**config.mk**
```make
export PLATFORM = sky130hd
export DESIGN_NAME = ordered_list_store
export DESIGN_NICKNAME = d
export VERILOG_FILES = /design/src/olst_pkg.sv /design/src/olst_ctrl.sv /design/src/olst_dp.sv /design/src/ordered_list_store.sv
export SDC_FILE = /design/constraint.sdc
export NUM_CORES = 2
export LEC_CHECK = 0
export ABC_AREA = 1
export BUFFER_PORTS_ARGS = -buffer_cell sky130_fd_sc_hd__buf_4
export CORE_ASPECT_RATIO = 0.9
export CORE_MARGIN = 3
export CORE_UTILIZATION = 35
export CTS_BUF_LIST = sky130_fd_sc_hd__clkbuf_4
export DETAILED_ROUTE_END_ITERATION = 8
export SLEW_MARGIN = 30
export SYNTH_ARGS = -nofsm -noshare
export SYNTH_HDL_FRONTEND = slang
export SYNTH_SLANG_ARGS = --single-unit
```
**constraint.sdc**
```tcl
create_clock -name clk -period 5.41 [get_ports clk]
set_clock_uncertainty 0.1 [all_clocks]
set_input_delay 1.082 -clock clk [delete_from_list [all_inputs] [get_ports clk]]
set_output_delay 1.082 -clock clk [all_outputs]
set_load 0.01 [all_outputs]
```
**src/olst_pkg.sv**
```systemverilog
// ----------------------------------------------------------------------------
// olst_pkg: shared definitions for the ordered list store
// Field widths, operation and status codes, and the command and status
// bundles exchanged between the controller and the datapath.
// ----------------------------------------------------------------------------
package olst_pkg;

  localparam int OP_W    = 3;
  localparam int POS_W   = 6;
  localparam int WORD_W  = 32;
  localparam int COUNT_W = 7;
  localparam int STAT_W  = 3;

  typedef logic [OP_W-1:0]   op_t;
  typedef logic [STAT_W-1:0] status_t;

  localparam op_t OP_PUSH   = 3'd0;
  localparam op_t OP_POP    = 3'd1;
  localparam op_t OP_GET    = 3'd2;
  localparam op_t OP_REMOVE = 3'd3;
  localparam op_t OP_INSERT = 3'd4;
  localparam op_t OP_FIND   = 3'd5;

  localparam status_t ST_OK        = 3'd0;
  localparam status_t ST_EMPTY     = 3'd1;
  localparam status_t ST_FULL      = 3'd2;
  localparam status_t ST_BAD_INDEX = 3'd3;
  localparam status_t ST_NOT_FOUND = 3'd4;

  typedef struct packed {
    logic load;
    logic exec;
    logic rd;
    logic take;
    logic walk;
    logic place;
    logic finish;
  } cmd_t;

  typedef struct packed {
    op_t  op;
    logic err;
    logic walk_done;
    logic out_free;
  } sts_t;

endpackage

```
**src/olst_ctrl.sv**
```systemverilog
// ----------------------------------------------------------------------------
// olst_ctrl: sequencing controller for the ordered list store
// Steps one transaction at a time through decode, memory read, element walk
// and result hand-over, issuing commands to the datapath.
// ----------------------------------------------------------------------------
module olst_ctrl (
  input  logic           clk,
  input  logic           rst_n,
  input  logic           in_valid,
  output logic           in_stall,
  output olst_pkg::cmd_t cmd,
  input  olst_pkg::sts_t sts
);
  import olst_pkg::*;

  typedef enum logic [2:0] {
    S_IDLE,
    S_EXEC,
    S_READ,
    S_TAKE,
    S_WALK,
    S_PLACE,
    S_FINISH
  } state_t;

  state_t state_r;
  state_t state_nxt;
  logic   in_stall_r;

  always_comb begin
    cmd       = '0;
    state_nxt = state_r;
    unique case (state_r)
      S_IDLE: begin
        if (in_valid) begin
          cmd.load  = 1'b1;
          state_nxt = S_EXEC;
        end
      end
      S_EXEC: begin
        cmd.exec = 1'b1;
        if (sts.err) begin
          state_nxt = S_FINISH;
        end else begin
          unique case (sts.op)
            OP_POP, OP_GET, OP_REMOVE: state_nxt = S_READ;
            OP_INSERT, OP_FIND:        state_nxt = S_WALK;
            default:                   state_nxt = S_FINISH;
          endcase
        end
      end
      S_READ: begin
        cmd.rd    = 1'b1;
        state_nxt = S_TAKE;
      end
      S_TAKE: begin
        cmd.take  = 1'b1;
        state_nxt = (sts.op == OP_REMOVE) ? S_WALK : S_FINISH;
      end
      S_WALK: begin
        cmd.walk = 1'b1;
        if (sts.walk_done) begin
          state_nxt = (sts.op == OP_INSERT) ? S_PLACE : S_FINISH;
        end
      end
      S_PLACE: begin
        cmd.place = 1'b1;
        state_nxt = S_FINISH;
      end
      S_FINISH: begin
        if (sts.out_free) begin
          cmd.finish = 1'b1;
          state_nxt  = S_IDLE;
        end
      end
      default: begin
        state_nxt = S_IDLE;
      end
    endcase
  end

  always_ff @(posedge clk) begin
    if (!rst_n) begin
      state_r    <= S_IDLE;
      in_stall_r <= 1'b0;
    end else begin
      state_r    <= state_nxt;
      in_stall_r <= (state_nxt != S_IDLE);
    end
  end

  assign in_stall = in_stall_r;

endmodule

```
**src/olst_dp.sv**
```systemverilog
// ----------------------------------------------------------------------------
// olst_dp: datapath of the ordered list store
// Holds the element memory, the element count, the walk cursor and the
// result registers, and carries out the commands of the controller.
// ----------------------------------------------------------------------------
module olst_dp #(
  parameter int CAPACITY = 64
) (
  input  logic                                  clk,
  input  logic                                  rst_n,
  input  olst_pkg::cmd_t                        cmd,
  output olst_pkg::sts_t                        sts,
  input  logic [olst_pkg::OP_W-1:0]             in_operation,
  input  logic [olst_pkg::POS_W-1:0]            in_position,
  input  logic signed [olst_pkg::WORD_W-1:0]    in_word,
  output logic                                  out_valid,
  input  logic                                  out_stall,
  output logic signed [olst_pkg::WORD_W-1:0]    out_read_word,
  output logic [olst_pkg::POS_W-1:0]            out_found_at,
  output logic [olst_pkg::COUNT_W-1:0]          out_element_count,
  output logic [olst_pkg::STAT_W-1:0]           out_status
);
  import olst_pkg::*;

  localparam int AW = (CAPACITY > 1) ? $clog2(CAPACITY) : 1;
  localparam int CW = $clog2(CAPACITY + 1);
  localparam int XW = (CW > POS_W) ? CW : POS_W;
  localparam logic [CW-1:0] CAP_C = CW'(CAPACITY);

  logic signed [WORD_W-1:0] mem [CAPACITY];

  op_t                      op_r;
  logic [POS_W-1:0]         pos_r;
  logic signed [WORD_W-1:0] word_r;
  logic [CW-1:0]            cnt_r;
  logic [AW-1:0]            cur_r;
  logic [AW-1:0]            prev_r;
  logic [CW-1:0]            rem_r;
  logic                     pend_r;
  logic signed [WORD_W-1:0] rdata_r;
  logic signed [WORD_W-1:0] res_word_r;
  logic [POS_W-1:0]         res_found_r;
  status_t                  res_status_r;
  logic                     out_valid_r;
  logic signed [WORD_W-1:0] out_word_r;
  logic [POS_W-1:0]         out_found_r;
  logic [COUNT_W-1:0]       out_count_r;
  status_t                  out_status_r;

  logic [XW-1:0]            pos_x;
  logic [XW-1:0]            cnt_x;
  logic                     is_full;
  logic                     is_empty;
  logic                     err;
  status_t                  err_code;
  logic [AW-1:0]            exec_cur;
  logic [CW-1:0]            exec_rem;
  logic                     hit;
  logic                     issue;
  logic                     rd_en;
  logic                     wr_en;
  logic [AW-1:0]            wr_addr;
  logic signed [WORD_W-1:0] wr_data;

  assign pos_x    = XW'(pos_r);
  assign cnt_x    = XW'(cnt_r);
  assign is_full  = (cnt_r == CAP_C);
  assign is_empty = (cnt_r == '0);

  always_comb begin
    err      = 1'b0;
    err_code = ST_OK;
    exec_cur = '0;
    exec_rem = '0;
    unique case (op_r)
      OP_PUSH: begin
        err      = is_full;
        err_code = ST_FULL;
      end
      OP_POP: begin
        err      = is_empty;
        err_code = ST_EMPTY;
        exec_cur = AW'(cnt_r - CW'(1));
      end
      OP_GET, OP_REMOVE: begin
        err      = (pos_x >= cnt_x);
        err_code = ST_BAD_INDEX;
        exec_cur = AW'(pos_r);
        exec_rem = cnt_r - CW'(1) - CW'(pos_r);
      end
      OP_INSERT: begin
        if (is_full) begin
          err      = 1'b1;
          err_code = ST_FULL;
        end else if (pos_x > cnt_x) begin
          err      = 1'b1;
          err_code = ST_BAD_INDEX;
        end
        exec_cur = AW'(cnt_r - CW'(1));
        exec_rem = cnt_r - CW'(pos_r);
      end
      OP_FIND: begin
        exec_rem = cnt_r;
      end
      default: begin
        err = 1'b0;
      end
    endcase
  end

  assign hit   = pend_r && (op_r == OP_FIND) && (rdata_r == word_r);
  assign issue = cmd.walk && (rem_r != '0);
  assign rd_en = cmd.rd || issue;

  always_comb begin
    wr_en   = 1'b0;
    wr_addr = '0;
    wr_data = word_r;
    priority if (cmd.exec && (op_r == OP_PUSH) && !err) begin
      wr_en   = 1'b1;
      wr_addr = AW'(cnt_r);
    end else if (cmd.walk && pend_r && (op_r == OP_REMOVE)) begin
      wr_en   = 1'b1;
      wr_addr = prev_r - AW'(1);
      wr_data = rdata_r;
    end else if (cmd.walk && pend_r && (op_r == OP_INSERT)) begin
      wr_en   = 1'b1;
      wr_addr = prev_r + AW'(1);
      wr_data = rdata_r;
    end else if (cmd.place) begin
      wr_en   = 1'b1;
      wr_addr = AW'(pos_r);
    end else begin
      wr_en = 1'b0;
    end
  end

  always_ff @(posedge clk) begin
    if (wr_en) begin
      mem[wr_addr] <= wr_data;
    end
  end

  always_ff @(posedge clk) begin
    if (rd_en) begin
      rdata_r <= mem[cur_r];
    end
  end

  always_ff @(posedge clk) begin
    if (!rst_n) begin
      cnt_r       <= '0;
      pend_r      <= 1'b0;
      out_valid_r <= 1'b0;
    end else begin
      if (cmd.exec && !err) begin
        unique case (op_r)
          OP_PUSH, OP_INSERT: cnt_r <= cnt_r + CW'(1);
          OP_POP, OP_REMOVE:  cnt_r <= cnt_r - CW'(1);
          default:            cnt_r <= cnt_r;
        endcase
      end
      if (cmd.exec) begin
        pend_r <= 1'b0;
      end else if (cmd.walk) begin
        pend_r <= issue;
      end
      if (cmd.finish) begin
        out_valid_r <= 1'b1;
      end else if (!out_stall) begin
        out_valid_r <= 1'b0;
      end
    end
  end

  always_ff @(posedge clk) begin
    if (cmd.load) begin
      op_r   <= in_operation;
      pos_r  <= in_position;
      word_r <= in_word;
    end
    if (cmd.exec) begin
      cur_r <= exec_cur;
      rem_r <= exec_rem;
    end else if (cmd.rd) begin
      cur_r <= cur_r + AW'(1);
    end else if (issue) begin
      prev_r <= cur_r;
      rem_r  <= rem_r - CW'(1);
      cur_r  <= (op_r == OP_INSERT) ? (cur_r - AW'(1)) : (cur_r + AW'(1));
    end
    if (cmd.exec) begin
      res_word_r   <= '0;
      res_found_r  <= '0;
      res_status_r <= err ? err_code : ((op_r == OP_FIND) ? ST_NOT_FOUND : ST_OK);
    end else if (cmd.take) begin
      res_word_r <= rdata_r;
    end else if (cmd.walk && hit) begin
      res_found_r  <= POS_W'(prev_r);
      res_status_r <= ST_OK;
    end
    if (cmd.finish) begin
      out_word_r   <= res_word_r;
      out_found_r  <= res_found_r;
      out_count_r  <= COUNT_W'(cnt_r);
      out_status_r <= res_status_r;
    end
  end

  assign sts.op        = op_r;
  assign sts.err       = err;
  assign sts.walk_done = hit || ((rem_r == '0) && !pend_r);
  assign sts.out_free  = !out_valid_r || !out_stall;

  assign out_valid         = out_valid_r;
  assign out_read_word     = out_word_r;
  assign out_found_at      = out_found_r;
  assign out_element_count = out_count_r;
  assign out_status        = out_status_r;

endmodule

```
**src/ordered_list_store.sv**
```systemverilog
// ----------------------------------------------------------------------------
// ordered_list_store: fixed-capacity ordered list of signed 32-bit words
// Push, pop, get, remove-at, insert-at and find on a list held in one
// single-port-read, single-port-write memory, one transaction at a time.
// ----------------------------------------------------------------------------
// Usage: a request transaction on the in_ channel carries an operation, a
// position and a word; each request yields exactly one result transaction on
// the out_ channel with the read word, the found position, the element count
// after the request and a status code.
// Push and every rejected request go from decode straight to the result;
// pop and get read one word, remove then shifts the later elements down,
// insert shifts the elements from the position up and find scans from the
// first element until a match or the end. Each walk moves one element per
// cycle through the memory's single read and single write port. A new
// request is accepted in the cycle after the previous result has been
// loaded into the output register, so one result may wait there while the
// next request is taken. When the receiver stalls, the result holds and the
// block waits before loading the next one. After reset the list is empty;
// stored words are not cleared and are only ever read once written.
// ----------------------------------------------------------------------------
module ordered_list_store #(
  parameter int CAPACITY = 64
) (
  input  logic               clk,
  input  logic               rst_n,
  input  logic               in_valid,
  output logic               in_stall,
  input  logic [2:0]         in_operation,
  input  logic [5:0]         in_position,
  input  logic signed [31:0] in_word,
  output logic               out_valid,
  input  logic               out_stall,
  output logic signed [31:0] out_read_word,
  output logic [5:0]         out_found_at,
  output logic [6:0]         out_element_count,
  output logic [2:0]         out_status
);
  import olst_pkg::*;

  cmd_t cmd;
  sts_t sts;

  olst_ctrl u_ctrl (
    .clk      (clk),
    .rst_n    (rst_n),
    .in_valid (in_valid),
    .in_stall (in_stall),
    .cmd      (cmd),
    .sts      (sts)
  );

  olst_dp #(
    .CAPACITY (CAPACITY)
  ) u_dp (
    .clk               (clk),
    .rst_n             (rst_n),
    .cmd               (cmd),
    .sts               (sts),
    .in_operation      (in_operation),
    .in_position       (in_position),
    .in_word           (in_word),
    .out_valid         (out_valid),
    .out_stall         (out_stall),
    .out_read_word     (out_read_word),
    .out_found_at      (out_found_at),
    .out_element_count (out_element_count),
    .out_status        (out_status)
  );

  a_one_at_a_time: assert property (@(posedge clk) disable iff (!rst_n)
    in_valid && !in_stall |=> in_stall)
    else $error("request taken while another transaction was in progress");

  a_error_no_word: assert property (@(posedge clk) disable iff (!rst_n)
    out_valid && (out_status != ST_OK) |-> (out_read_word == '0))
    else $error("failed request returned a non-zero word");

  a_empty_count: assert property (@(posedge clk) disable iff (!rst_n)
    out_valid && (out_status == ST_EMPTY) |-> (out_element_count == '0))
    else $error("empty status reported with a non-zero count");

  a_not_found_pos: assert property (@(posedge clk) disable iff (!rst_n)
    out_valid && (out_status == ST_NOT_FOUND) |-> (out_found_at == '0))
    else $error("not-found status reported with a non-zero position");

endmodule
```
==> metrics.txt <==
outcome=completed; Power, Total=54.5 mW; CP Max Fanout=22; # clock sinks=2242; leakage=33.0 nW; initial core utilization=35.3%; CP endpoint=u_dp.mem[43][28]$_DFFE_PP_; startpoint type of the worst setup path=flop; fin crit period=4.36 ns; largest net degree at the start of global routing=192; clk_lat worst skew=1.34 ns; PD cells=535 nW/um^2; Worst Tran Pin Value=1.05 ns; Routed WL per cell=24.3 um; largest family of logic cells by synthesized area=compound AO/OA/AOI/OAI gates; clk slew on worst S/H paths=0.07 ns; initial antenna violation count=14; most numerous cell in the Yosys netlist=edfxtp_1; combinational cell fraction of total power=34.8%; top post-synthesis cells by area=edfxtp_1 74%, o21ai_0 6.4%, nor2_1 4.9%; vias post-DR=59700; YS warnings=0; ANT nets after route=0; adder-cell share of the synthesized area=0.328%; sequential share of power=39.7%; total track usage=19.7%; Worst Hold Class=in -> reg; DRT iter0 DRCs=7584; row cnt=174; Synth Register Bits=2242; FFs w/ async S/R, synth=0%; CP Capture Type=flop; grt met2 use=28.2%; Clock Tree Root=clkbuf_4; ys flop type=edfxtp_1; layout cell share with drive strength beyond 1=17.6%; Post-synth EDFFs=2191; Tcrit/Tclk final=80.6%; max-capacitance violation count=0; Ports=95; crit path DAT=5.24 ns; CTS H-tree depth=6; Port Buf Inserts=94; final setup violation count=0; Worst EP required=6.29 ns; Finished Layout Cells=10800; Switching Fraction=39.4%; slew margin rel.=30.2%; reg2reg end=u_dp.mem[43][28]$_DFFE_PP_; Clock Tree Buf Depth=4; NumNets Final=7206; GR Util met3=5.46%; gr ovfl total=0; Clock Power Share=25.5%; XOR/XNOR share of the synthesized area=0.277%; Area after DPL=94400 um^2; CP Class=reg -> reg; register area share after synthesis=75.6%; Reg2Reg Depth=14; first-pass iteration count of the detailed router=6; CTS buffer count=570; Design Area, Final=102000 um^2; unrepaired setup endpoints after global routing=false; CTS tree=built; mapped cell area=88400 um^2; die width=536 um; FF-to-FF setup slack=1.05 ns; Max VDD drop=681 uV; Syn Nets=6749; synth unique cells=47; Post-synth top cells=2191 x edfxtp_1, 1165 x nor2_1, 1125 x o21ai_0, 414 x nand2_1, 349 x clkbuf_1; routability cong.=0.896; fin. max-slew vios=0; endpoints failing hold=0; Net Sw Power=21.5 mW; die outline area=259000 um^2; syn avg cell area=13.2 um^2; reg2reg start=u_dp.cnt_r[0]$_SDFFE_PN0P_; Final Routed Wirelength=263 mm; Simple-Gate Fraction of Synth Area=9.08%; core area=251000 um^2; setup_tns=0 ns; HPWL Detailed=152 mm; crit path from=u_dp.cnt_r[0]$_SDFFE_PN0P_; FMAX=0.229 GHz; vias per cell=5.51; vias in the first global route=56700; Synth Area in Compound Gates=12.1%; DP Cell Count=9866; Int Pwr=33.0 mW; top cell type's share of synthesized area=74.4%; post-synthesis mux area share=0%; Mapped Cells=6682; fin util=40.6%; die height=483 um; first-pass GRT wire length=382 mm; largest area contributor in the netlist=edfxtp_1; postcts setup bufs=0; area growth from synthesis to layout=15.1%; routing usage on met1=29.3%; grt peak-use layer=met1; # DRC=0
==> timing repair <==
action / CTS / global route
hold endpoints to repair: 48 / 0
hold buffers: 43 / 0
gates resized for setup: 0 / 0
==> metal layers <==
layer	part of all wire, %	vias to the layer above
li1	-	26300
met1	43	29800
met2	43	3254
met3	12	397
met4	2.1	0
met5	0	-
==> cell families after synthesis <==
family,Yosys count
compound gates,1857
xor+xnor,28
fa+ha+maj,22
buf+inv,593
flops,2242
simple gates,1940
==> placed cells by master, fill, tap and decap left out, types with 20 or more instances in the layout <==
cell,n
dlygate4sd3_1,43
ha_1,20
nor2_4,70
nand2_1,405
o22ai_1,318
dfxtp_1,51
o21ai_0,1101
clkinv_1,61
a21oi_1,131
clkbuf_4,822
nand4_1,62
o211ai_1,57
nand3_1,248
buf_4,254
buf_12,35
o221ai_1,206
inv_1,112
edfxtp_1,2191
nor2_1,1098
o21ai_4,24
inv_2,25
==> worst min-delay path by stage <==
stage | start | to | slack [ns] | cells past startpoint
after floorplan | u_dp.res_status_r[0]$_SDFFCE_PN0P_ | u_dp.out_status[0]$_DFFE_PP_ | 0.30 | 0
after global placement | u_dp.res_status_r[2]$_SDFFCE_PP0P_ | u_dp.out_status[2]$_DFFE_PP_ | 0.30 | 0
after detailed placement | u_dp.res_word_r[23]$_SDFFE_PP0N_ | u_dp.out_read_word[23]$_DFFE_PP_ | 0.31 | 0
after CTS | in_valid | u_dp.op_r[2]$_DFFE_PP_ | 0.09 | 3
after global routing | in_valid | u_dp.pos_r[5]$_DFFE_PP_ | 0.14 | 3
final | in_valid | u_dp.op_r[2]$_DFFE_PP_ | 0.25 | 3
==> state kept, by name (all words and copies together), names as in the netlist, 7 cells and up <==
| name | count |
|---|---|
| u_dp.cnt_r | 7 |
| u_dp.mem | 2048 |
| u_dp.out_element_count | 7 |
| u_dp.out_read_word | 32 |
| u_dp.rdata_r | 32 |
| u_dp.rem_r | 7 |
| u_dp.res_word_r | 32 |
| u_dp.word_r | 32 |
==> power by group through the flow <==
stage | logic, mW | registers (mW) | clock network, mW
6_report | 18.9 | 21.6 | 13.9
5_1_grt | 20.4 | 21.6 | 15.2
4_1_cts | 18.6 | 21.6 | 14.2
3_5_place_dp | 18.5 | 21.9 | 0
3_3_place_gp | 18.2 | 21.9 | 0
2_1_floorplan | 10.8 | 21.7 | 0
==> metrics by stage <==
step | setup slack, ns | hold slack (ns)
5_1_grt | 0.833 | 0.140
2_1_floorplan | 0.758 | 0.300
3_3_place_gp | 1.09 | 0.301
4_1_cts | 1.07 | 0.0938
3_5_place_dp | 1.10 | 0.313
6_report | 1.05 | 0.252
==> critical path, cell delays in order (launching register included) <==
cell     delay (ns)
dfxtp_1        0.47
inv_1          0.18
ha_1           0.23
inv_1          0.08
nand3_1        0.07
nand2_1        0.15
nand2_1        0.11
nand2_1        0.11
nor2_2         0.05
nor2_4         0.15
nand4_1        0.11
nand2_1        0.40
nand3_2        0.58
nor2_4         0.98
buf_4          0.29
==> final cells by class <==
class,instances,area [um^2]
Fill cell,23200,149000
Multi-Input combinational cell,3847,20000
Tap cell,3344,4180
Sequential cell,2242,66800
Inverter,134,541
Clock inverter,94,584
Clock buffer,822,6170
Antenna cell,10,25.0
Timing Repair Buffer,344,3370
(Power assumes the default switching activity.)
